<file path="src/rtl/fna_pkg.sv">
// shared widths, command/status structs and controller states for the norm accumulator
// no dependencies; imported by every module of the block
`default_nettype none

package fna_pkg;

    // element and accumulator widths
    localparam int ELEM_W    = 24;
    localparam int ACC_W     = 64;
    // derived widths
    localparam int MAG_W     = ELEM_W + 1;
    localparam int SQ_W      = 2 * MAG_W;
    localparam int SUM_W     = ((SQ_W > ACC_W) ? SQ_W : ACC_W) + 1;
    localparam int ROOT_W    = (ACC_W + 1) / 2;
    localparam int RAD_W     = 2 * ROOT_W;
    localparam int REM_W     = ROOT_W + 2;
    localparam int CNT_W     = $clog2(ROOT_W);
    // stream payload widths
    localparam int S_DATA_W  = ((2 * ELEM_W + 7) / 8) * 8;
    localparam int NORM_W    = 32;
    localparam int CFG_W     = 1;

    typedef enum logic [2:0] {
        ST_IDLE,
        ST_SQUARE,
        ST_ACCUM,
        ST_ROOT_GO,
        ST_ROOT_WAIT,
        ST_PUSH
    } t_state;

    typedef struct packed {
        logic capture;   // latch the request operands
        logic square;    // register the product
        logic accum;     // saturating add into the sum
        logic root_go;   // start the square root
        logic push;      // load the output register, clear the sum
    } t_dp_cmd;

    typedef struct packed {
        logic last;      // the captured request closes a matrix
        logic root_done; // square root result ready
        logic out_free;  // output register can take a result
    } t_dp_status;

endpackage

`default_nettype wire

</file>
<file path="src/rtl/fna_sqrt.sv">
// iterative floor square root, one result bit per cycle
// depends on fna_pkg
`default_nettype none

module fna_sqrt (
    input  wire                       i_clk,
    input  wire                       i_rst_n,
    input  wire                       i_start,
    input  wire  [fna_pkg::RAD_W-1:0] i_radicand,
    output logic                      o_done,
    output logic [fna_pkg::ROOT_W-1:0] o_root
);
    import fna_pkg::*;

    logic               r_busy;
    logic               r_done;
    logic [CNT_W-1:0]   r_cnt;
    logic [RAD_W-1:0]   r_rad;
    logic [REM_W-1:0]   r_rem;
    logic [ROOT_W-1:0]  r_root;

    logic [REM_W-1:0]   rem_sh;
    logic [REM_W-1:0]   trial;
    logic               fits;
    logic [REM_W-1:0]   n_rem;
    logic [ROOT_W-1:0]  n_root;

    // restoring step: bring down two radicand bits, try 4*root+1
    always_comb begin
        rem_sh = {r_rem[REM_W-3:0], r_rad[RAD_W-1 -: 2]};
        trial  = {r_root, 2'b01};
        fits   = (rem_sh >= trial);
        n_rem  = fits ? (rem_sh - trial) : rem_sh;
        n_root = {r_root[ROOT_W-2:0], fits};
    end

    always_ff @(posedge i_clk) begin
        if (!i_rst_n) begin
            r_busy <= 1'b0;
            r_done <= 1'b0;
            r_cnt  <= '0;
        end else begin
            r_done <= 1'b0;
            if (i_start) begin
                r_busy <= 1'b1;
                r_cnt  <= CNT_W'(ROOT_W - 1);
            end else if (r_busy) begin
                if (r_cnt == '0) begin
                    r_busy <= 1'b0;
                    r_done <= 1'b1;
                end else begin
                    r_cnt <= r_cnt - 1'b1;
                end
            end
        end
    end

    always_ff @(posedge i_clk) begin
        if (i_start) begin
            r_rad  <= i_radicand;
            r_rem  <= '0;
            r_root <= '0;
        end else if (r_busy) begin
            r_rad  <= {r_rad[RAD_W-3:0], 2'b00};
            r_rem  <= n_rem;
            r_root <= n_root;
        end
    end

    assign o_done = r_done;
    assign o_root = r_root;

endmodule

`default_nettype wire

</file>
<file path="src/rtl/fna_datapath.sv">
// operand capture, squarer, saturating accumulator, square root and output register
// depends on fna_pkg and fna_sqrt
`default_nettype none

module fna_datapath (
    input  wire                          i_clk,
    input  wire                          i_rst_n,
    input  wire                          i_cfg_wr_en,
    input  wire  [fna_pkg::CFG_W-1:0]    i_cfg_wr_data,
    input  wire  [fna_pkg::S_DATA_W-1:0] i_s_data,
    input  wire                          i_s_last,
    input  fna_pkg::t_dp_cmd             i_cmd,
    output fna_pkg::t_dp_status          o_status,
    input  wire                          i_m_ready,
    output logic                         o_m_valid,
    output logic [fna_pkg::NORM_W-1:0]   o_m_norm,
    output logic                         o_m_sat
);
    import fna_pkg::*;

    logic               r_mode;
    logic               r_last;
    logic [MAG_W-1:0]   r_mag;
    logic [SQ_W-1:0]    r_sq;
    logic [ACC_W-1:0]   r_acc;
    logic               r_ovf;
    logic               r_out_valid;
    logic [NORM_W-1:0]  r_norm;
    logic               r_sat;

    logic [MAG_W-1:0]   a_ext;
    logic [MAG_W-1:0]   b_ext;
    logic [MAG_W-1:0]   diff;
    logic [MAG_W-1:0]   mag;
    logic [SQ_W-1:0]    sq;
    logic [SUM_W-1:0]   sum;
    logic               sum_ovf;
    logic               out_free;
    logic               root_done;
    logic [ROOT_W-1:0]  root;

    // sign-extend both elements by one bit so the difference cannot wrap
    always_comb begin
        a_ext = {i_s_data[ELEM_W-1], i_s_data[ELEM_W-1:0]};
        b_ext = {i_s_data[2*ELEM_W-1], i_s_data[2*ELEM_W-1:ELEM_W]};
        diff  = r_mode ? (a_ext - b_ext) : a_ext;
        mag   = diff[MAG_W-1] ? (~diff + 1'b1) : diff;
    end

    assign sq      = r_mag * r_mag;
    assign sum     = SUM_W'(r_acc) + SUM_W'(r_sq);
    assign sum_ovf = |sum[SUM_W-1:ACC_W];
    assign out_free = !r_out_valid || i_m_ready;

    always_ff @(posedge i_clk) begin
        if (!i_rst_n) begin
            r_mode <= 1'b0;
        end else if (i_cfg_wr_en) begin
            r_mode <= i_cfg_wr_data[0];
        end
    end

    always_ff @(posedge i_clk) begin
        if (i_cmd.capture) begin
            r_mag  <= mag;
            r_last <= i_s_last;
        end
        if (i_cmd.square) begin
            r_sq <= sq;
        end
    end

    // sum sticks at all ones once it overflows
    always_ff @(posedge i_clk) begin
        if (!i_rst_n) begin
            r_acc <= '0;
            r_ovf <= 1'b0;
        end else if (i_cmd.push) begin
            r_acc <= '0;
            r_ovf <= 1'b0;
        end else if (i_cmd.accum) begin
            if (sum_ovf) begin
                r_acc <= '1;
                r_ovf <= 1'b1;
            end else begin
                r_acc <= sum[ACC_W-1:0];
            end
        end
    end

    fna_sqrt u_sqrt (
        .i_clk      (i_clk),
        .i_rst_n    (i_rst_n),
        .i_start    (i_cmd.root_go),
        .i_radicand (RAD_W'(r_acc)),
        .o_done     (root_done),
        .o_root     (root)
    );

    always_ff @(posedge i_clk) begin
        if (!i_rst_n) begin
            r_out_valid <= 1'b0;
        end else if (i_cmd.push) begin
            r_out_valid <= 1'b1;
        end else if (i_m_ready) begin
            r_out_valid <= 1'b0;
        end
    end

    always_ff @(posedge i_clk) begin
        if (i_cmd.push) begin
            r_norm <= NORM_W'(root);
            r_sat  <= r_ovf;
        end
    end

    always_comb begin
        o_status.last      = r_last;
        o_status.root_done = root_done;
        o_status.out_free  = out_free;
    end

    assign o_m_valid = r_out_valid;
    assign o_m_norm  = r_norm;
    assign o_m_sat   = r_sat;

endmodule

`default_nettype wire

</file>
<file path="src/rtl/fna_ctrl.sv">
// controller state machine sequencing capture, square, accumulate, square root and output load
// depends on fna_pkg
`default_nettype none

module fna_ctrl (
    input  wire                 i_clk,
    input  wire                 i_rst_n,
    input  wire                 i_s_valid,
    output logic                o_s_ready,
    input  fna_pkg::t_dp_status i_status,
    output fna_pkg::t_dp_cmd    o_cmd
);
    import fna_pkg::*;

    t_state r_state;
    t_state n_state;

    always_ff @(posedge i_clk) begin
        if (!i_rst_n) begin
            r_state <= ST_IDLE;
        end else begin
            r_state <= n_state;
        end
    end

    always_comb begin
        n_state = r_state;
        unique case (r_state)
            ST_IDLE: begin
                if (i_s_valid) n_state = ST_SQUARE;
            end
            ST_SQUARE: begin
                n_state = ST_ACCUM;
            end
            ST_ACCUM: begin
                n_state = i_status.last ? ST_ROOT_GO : ST_IDLE;
            end
            ST_ROOT_GO: begin
                n_state = ST_ROOT_WAIT;
            end
            ST_ROOT_WAIT: begin
                if (i_status.root_done) n_state = ST_PUSH;
            end
            ST_PUSH: begin
                if (i_status.out_free) n_state = ST_IDLE;
            end
            default: begin
                n_state = ST_IDLE;
            end
        endcase
    end

    always_comb begin
        o_s_ready     = (r_state == ST_IDLE);
        o_cmd.capture = (r_state == ST_IDLE) && i_s_valid;
        o_cmd.square  = (r_state == ST_SQUARE);
        o_cmd.accum   = (r_state == ST_ACCUM);
        o_cmd.root_go = (r_state == ST_ROOT_GO);
        o_cmd.push    = (r_state == ST_PUSH) && i_status.out_free;
    end

endmodule

`default_nettype wire

</file>
<file path="src/rtl/frobenius_norm_accumulator.sv">
// top level of the frobenius norm accumulator
// depends on fna_pkg, fna_ctrl, fna_datapath (and fna_sqrt below it)
`default_nettype none

// Sums the squares of matrix elements (or of element differences a - b when
// difference mode is set) in a 64-bit accumulator that sticks at all ones on
// overflow, and on the request flagged tlast returns the floor square root of
// the sum with a saturation flag, then clears the sum for the next matrix.
// Each request passes through capture and magnitude, one registered
// 25x25 multiply and one saturating 64-bit add; tready is high again right after.
// A request that closes a matrix then runs the square root, which produces one
// result bit per cycle in a single restoring unit (32 iterations plus start,
// done and output load), so it holds tready low until its result is loaded.
// The result sits in an output register, so the next matrix can start
// streaming while that result waits for tready; only a second finished result
// stalls until the first has been taken. The user must write difference_mode
// through i_cfg_wr_en/i_cfg_wr_data only while idle; the block does not enforce this.

module frobenius_norm_accumulator (
    input  wire                          i_clk,
    input  wire                          i_rst_n,
    // configuration: difference_mode in bit 0
    input  wire                          i_cfg_wr_en,
    input  wire  [fna_pkg::CFG_W-1:0]    i_cfg_wr_data,
    // element requests
    input  wire                          s_axis_tvalid,
    output logic                         s_axis_tready,
    input  wire  [fna_pkg::S_DATA_W-1:0] s_axis_tdata,  // elem_a, elem_b
    input  wire                          s_axis_tlast,  // last_element
    // norm results
    output logic                         m_axis_tvalid,
    input  wire                          m_axis_tready,
    output logic [fna_pkg::NORM_W-1:0]   m_axis_tdata,  // norm_value
    output logic                         m_axis_tuser   // saturated
);
    import fna_pkg::*;

    t_dp_cmd    cmd;
    t_dp_status status;

    // sequencing of one request and of the square root
    fna_ctrl u_ctrl (
        .i_clk     (i_clk),
        .i_rst_n   (i_rst_n),
        .i_s_valid (s_axis_tvalid),
        .o_s_ready (s_axis_tready),
        .i_status  (status),
        .o_cmd     (cmd)
    );

    // arithmetic and the result register
    fna_datapath u_dp (
        .i_clk         (i_clk),
        .i_rst_n       (i_rst_n),
        .i_cfg_wr_en   (i_cfg_wr_en),
        .i_cfg_wr_data (i_cfg_wr_data),
        .i_s_data      (s_axis_tdata),
        .i_s_last      (s_axis_tlast),
        .i_cmd         (cmd),
        .o_status      (status),
        .i_m_ready     (m_axis_tready),
        .o_m_valid     (m_axis_tvalid),
        .o_m_norm      (m_axis_tdata),
        .o_m_sat       (m_axis_tuser)
    );

endmodule

`default_nettype wire

</file>
<file path="config.mk">
export PLATFORM = sky130hd
export DESIGN_NAME = frobenius_norm_accumulator
export DESIGN_NICKNAME = d
export VERILOG_FILES = /design/src/rtl/fna_pkg.sv /design/src/rtl/fna_sqrt.sv /design/src/rtl/fna_datapath.sv /design/src/rtl/fna_ctrl.sv /design/src/rtl/frobenius_norm_accumulator.sv
export SDC_FILE = /design/constraint.sdc
export NUM_CORES = 2
export LEC_CHECK = 0
export BUFFER_PORTS_ARGS = -buffer_cell sky130_fd_sc_hd__clkbuf_2
export CORE_ASPECT_RATIO = 0.75
export CORE_MARGIN = 1
export CORE_UTILIZATION = 60
export CTS_CLUSTER_DIAMETER = 120
export DETAILED_ROUTE_END_ITERATION = 12
export PLACE_DENSITY_LB_ADDON = 0.15
export SYNTH_ARGS = -nofsm -noshare
export SYNTH_HDL_FRONTEND = slang
export SYNTH_SLANG_ARGS = --single-unit
</file>
<file path="constraint.sdc">
create_clock -name i_clk -period 9.3 [get_ports i_clk]
set_clock_uncertainty 0.05 [all_clocks]
set_input_delay 0.465 -clock i_clk [delete_from_list [all_inputs] [get_ports i_clk]]
set_output_delay 0.465 -clock i_clk [all_outputs]
set_load 0.005 [all_outputs]
</file>
Word-level counts from Yosys, hierarchy flattened

Cells that the tools add are included.

Register bits after elaboration: 314
Word-level logic and storage cells: 69
Input bits: 55

Add/sub/neg operators: 5
Equality and inequality tests: 9
Reductions and logical operators: 13
Multiply operators: 1
Bitwise gates (word level): 3
Multiplexer cells: 20
Order comparisons: 1

Operator list:

| kind                                                   | count |
|---|---|
| 2-to-1 mux 64 bit                                      | 3 |
| adder 64 x 50 -> 65 bit                                | 1 |
| multiplier 25 x 25 -> 50 bit                           | 1 |
| >= comparator 34 bit                                   | 1 |
| 2-to-1 mux 32 bit                                      | 1 |
| subtractor 32 bit                                      | 1 |
| adder 25 x 1 -> 25 bit (second input constant)         | 1 |
| 2-to-1 mux 25 bit                                      | 1 |
| NOT 25 bit                                             | 1 |
| subtractor 24 x 24 -> 25 bit                           | 1 |
| 2-to-1 mux 24 bit                                      | 1 |
| case mux 3 bit (6 select lines)                        | 1 |
| 2-to-1 mux 5 bit                                       | 3 |
| 2-to-1 mux 3 bit                                       | 3 |
| equality test 3 x 2 -> 1 bit (second input constant)   | 2 |
| equality test 3 bit (second input constant)            | 2 |
| 2-to-1 mux 1 bit                                       | 6 |
| zero test 5 bit                                        | 1 |
| subtractor 5 x 1 -> 5 bit (second input constant)      | 1 |
| inequality test 2 x 1 -> 1 bit (second input constant) | 2 |
| inequality test 2 bit (second input constant)          | 2 |
| AND reduction 2 bit                                    | 2 |
| nonzero test 2 bit                                     | 2 |
| equality test 3 x 1 -> 1 bit (second input constant)   | 1 |
| other kinds (9)                                        | 11 |

Logic depth before layout (Yosys ltp)

Depth after elaboration: 5
Mapped depth: 29
Mapped depth without buffers: 27

Hierarchy

From an unflattened synthesis, not the netlist that was laid out.

Cell total of the unflattened synthesis: 3885
Area total of the unflattened synthesis: 36329.8 um2

Modules (own cells, without submodules):

| module       | cells each | sequential area each (um2) | area each (um2) | instances |
|---|---|---|---|---|
| fna_datapath | 3089       | 4584.4                     | 28482.3         | 1 |
| fna_sqrt     | 770        | 3343.2                     | 7632.3          | 1 |
| fna_ctrl     | 26         | 60.1                       | 215.2           | 1 |

Worst setup path before layout

No wires, ideal clock.

Path type: register to register
Start point: register u_dp.r_mag[13]
End point: register u_dp.r_sq[34], data pin
Clock period less this slack: 7.012 ns
Arrival: 6.697 ns
Slack: 2.288 ns
Required time: 8.985 ns
Library setup time: 0.265 ns
Buffers on the path: 1
Cell stages (with the launch flop): 26
Path through: edfxtp_1 clkbuf_1 nand2_1 fa_1 inv_1 fa_1 inv_1 fa_1 fa_1 inv_1 fa_1 fa_1 inv_1 fa_1 inv_1 ha_1 a21o_1 a21oi_1 o21bai_1 a21oi_1 o21ai_0 a311oi_1 o21ai_0 o41ai_1 o21ai_0 xor2_1

Cells in the longest elaborated chain, start to end: 1

Ends and longest elaborated chain:

| element                      | line               | source |
|---|---|---|
| from (decl)                  | fna_datapath.sv:23 | `logic [MAG_W-1:0] r_mag;` |
| from (signal assigned)       | fna_datapath.sv:65 | `r_mag <= mag;` |
| multiplier 25 x 25 -> 50 bit | fna_datapath.sv:50 | `assign sq = r_mag * r_mag;` |
| via u_dp.sq[34]              | fna_datapath.sv:35 | `logic [SQ_W-1:0] sq;` |
| to (signal assigned)         | fna_datapath.sv:69 | `r_sq <= sq;` |
| to (decl)                    | fna_datapath.sv:24 | `logic [SQ_W-1:0] r_sq;` |

The timed path passes the listed nets, and every way through them passes these cells.
A chain may end at the register's enable or synchronous reset.

Worst setup path after layout

Start point: register u_dp.r_mag[4]
End point: register u_dp.r_sq[47], data pin

The elaborated chain is that of the path after synthesis.

==> summary.md <==
| Metric | Value |
|---|---|
| Status | finished, final reports clean |
| Clock buffer depth | 3 |
| Crit. End Element | register |
| Core Region | approximately 59000 µm² |
| Final ANT Viol Nets | 0 |
| Post_cts resized | 0 |
| Startpoint types | register |
| Worst Path Arrival | around 8.6 ns |
| Sequential fraction of the synthesis area | 22.3% |
| Initial Utilization | 60.8% |
| Top-count cell post-synth | inv_1 |
| Seq cells post-synth | 313 |
| TNS Setup | 0 ns |
| Placed inst area | 37000 µm² |
| I/O pins | 90 |
| Sink Count | 313 |
| Area share of the leading cell type in the synthesized netlist | 26.3% |
| R2R Setup Slk | 0.93 ns |
| WL final | ~83000 µm |
| Max Transition Viols Final | 0 |
| Final instance area | 38100 µm² |
| Gr usage total | about 28% |
| Via count | 26500 |
| H-tree lvl count | 2 |
| Largest net degree at the start of global routing | 86 |
| Worst Setup SP | u_dp.r_mag[4]$_DFFE_PP_ |
| Hold_ws | 0.0650 ns |
| Slew headroom | between 20% and 30% |
| Post-Syn Nets | ~4700 |
| Syn Std Cell Area | about 36000 µm² |
| Per-cell routed wire length | 17.6 µm |
| Endpoints failing hold | 0 |
| Hold crit path type | in -> reg |
| Hold buffer count at CTS | 0 |
| RD Place Congestion | a little over 0.9 |
| Die height | 214 µm |
| Root Driver | clkbuf_16 |
| Crit Path Class | reg -> reg |
| Warnings, synthesis | 0 |
| Final Critical Period | 8.37 ns |
| First-pass GRT wire length | between 100000 and 150000 µm |
| TritonCTS clock tree | done |
| Fmax | 120 MHz |
| Dominant cell type by area after synthesis | fa_1 |
| IO buf count | 89 |
| Top post-synthesis cells by area | fa_1, edfxtp_1, ha_1 |
| Vias in the first global route | 26000 |
| Cell variety after synth | 86 |
| Share of cells above drive strength 1 | 5.78% |
| Nets | roughly 4700 |
| Fin cells | between 4000 and 5000 |
| Cells after DPL | 4674 |
| Hold path depth | 1 |
| Clk_lat worst skew | roughly 0.56 ns |
| Synth cell count leaders | inv_1, fa_1, nand2_1 |
| Die area | 60800 µm² |
| Worst hold path startpoint | s_axis_tlast |
| Reg2Reg Launch Point | u_dp.r_mag[4]$_DFFE_PP_ |
| Die X | 284 µm |
| Post-CTS Setup Bufs | 0 |
| CP Max Fanout | 24 |
| CTS Buf Count | 34 |
| Synth Instances | 3918 |
| Syn avg cell area | between 9 and 10 µm² |
| Post-synth EDFFs | 172 |
| Synth-to-layout area growth | 6.18% |
| Setup violators final | 0 |
| Most used DFF post-synth | edfxtp_1 |
| Final antenna diode count | 0 |
| DP HPWL | 65500 µm |
| RSZ-0062 raised after global routing | false |
| WP data required | 9.54 ns |
| Via density | about 5.6 |
| Initial DRC count | 2148 |
| FP Rows | 77 |
| DRC | 0 |
| Period utilization | 90.0% |
| GRT Residual Overflow | 0 |
| Worst-case reg-to-reg path depth | 23 |
| Drt first pass iters | 5 |
| CTS clk-pin slew, worst paths | 0.06 ns |
| Worst slew pin tran | between 1 and 1.5 ns |
| Asr flop ratio synth | 0% |
| Max-cap violations | 0 |
| Initial antenna violation count | 0 |
==> path summary, 6_finish.rpt <==
kind / endpoint
worst max-delay path: u_dp.r_sq[47]$_DFFE_PP_
worst min-delay path: u_dp.r_last$_DFFE_PP_
worst max register to register: u_dp.r_sq[47]$_DFFE_PP_
worst min register to register: u_dp.o_m_sat$_DFFE_PP_
==> critical path, stage by stage (launching register included) <==
cell	delay, ns
edfxtp_1	1.12
inv_1	0.33
nor2_1	0.34
fa_1	0.47
fa_1	0.55
inv_1	0.05
fa_1	0.48
inv_1	0.05
fa_1	0.42
fa_1	0.52
fa_1	0.49
inv_1	0.05
fa_1	0.53
inv_1	0.04
ha_1	0.38
nand4_1	0.21
a2111oi_0	0.65
nor3_1	0.11
buf_4	0.20
nor2_1	0.23
o2111ai_1	0.29
o31ai_1	0.28
a21oi_1	0.12
xnor2_1	0.14
==> cell families (layout without fill, tap and decap cells) <==
kind of cell / count (synthesis) / count (layout) / share of synthesized area [%]
adder cells (fa/ha/maj): 767 / 767 / 36.6
AND/OR/NAND/NOR: 995 / 995 / 13.0
XOR/XNOR: 167 / 167 / 4.08
multiplexers: 64 / 64 / 1.81
buffers and inverters: 919 / 946 / 9.67
flip-flops: 313 / 313 / 22.3
AO/OA/AOI/OAI: 693 / 693 / 12.5
==> through the flow <==
step,utilization (%),setup slack [ns]
after floorplan,-,2.29
after global placement,62.7,1.28
after detailed placement,62.7,1.01
after CTS,64.6,1.01
after global routing,64.6,0.499
final,64.6,0.932
==> area by class of cell <==
cell class / count / area (µm²)
fillers: 5036 / 20900
inverters: 765 / 2870
repair buffers: 120 / 678
well taps: 790 / 988
clock buffers: 49 / 1040
multi-input cells: 2686 / 24400
clock inverters: 12 / 71.3
flip-flops and latches: 313 / 7990
==> cell usage in the layout, fill, tap and decap left out, drive strengths merged, types with 34 or more instances in the layout <==
| cell type | synthesis | final |
|---|---|---|
| mux2i | 58 | 58 |
| and3 | 34 | 34 |
| ha | 296 | 296 |
| a31oi | 64 | 64 |
| nand2 | 458 | 458 |
| clkbuf | 139 | 138 |
| xnor2 | 96 | 96 |
| o21ai | 161 | 161 |
| nor2 | 166 | 166 |
| dfxtp | 141 | 141 |
| inv | 765 | 768 |
| edfxtp | 172 | 172 |
| a21oi | 177 | 177 |
| and2 | 144 | 144 |
| fa | 471 | 471 |
| nand4 | 34 | 34 |
| a21o | 96 | 96 |
| xor2 | 71 | 71 |
==> routing by layer <==
metal,part of all wire (%),vias up,wire (µm),GRT usage (%)
li1,-,12700,-,-
met1,50,12900,41400,44.7
met2,41,801,34500,40.8
met4,1.5,0,1220,5.01
met3,7.4,91,6120,4.79
met5,0,-,0,0
==> sequential cells by signal (all words and copies together), names as in the netlist <==
| signal | cells |
|---|---|
| u_dp.o_m_sat | 1 |
| u_dp.u_sqrt.o_done | 1 |
| u_dp.o_m_valid | 1 |
| u_dp.r_sq | 49 |
| u_dp.r_mode | 1 |
| u_dp.u_sqrt.r_rem | 32 |
| u_dp.r_acc | 64 |
| u_dp.r_ovf | 1 |
| u_dp.u_sqrt.r_cnt | 5 |
| u_dp.r_last | 1 |
| u_dp.u_sqrt.r_busy | 1 |
| u_dp.u_sqrt.o_root | 32 |
| u_ctrl.r_state | 3 |
| u_dp.r_mag | 25 |
| u_dp.o_m_norm | 32 |
| u_dp.u_sqrt.r_rad | 64 |
Power is not shown: default switching activity piles up to over one toggle a cycle in this logic, so the estimate is an artifact.
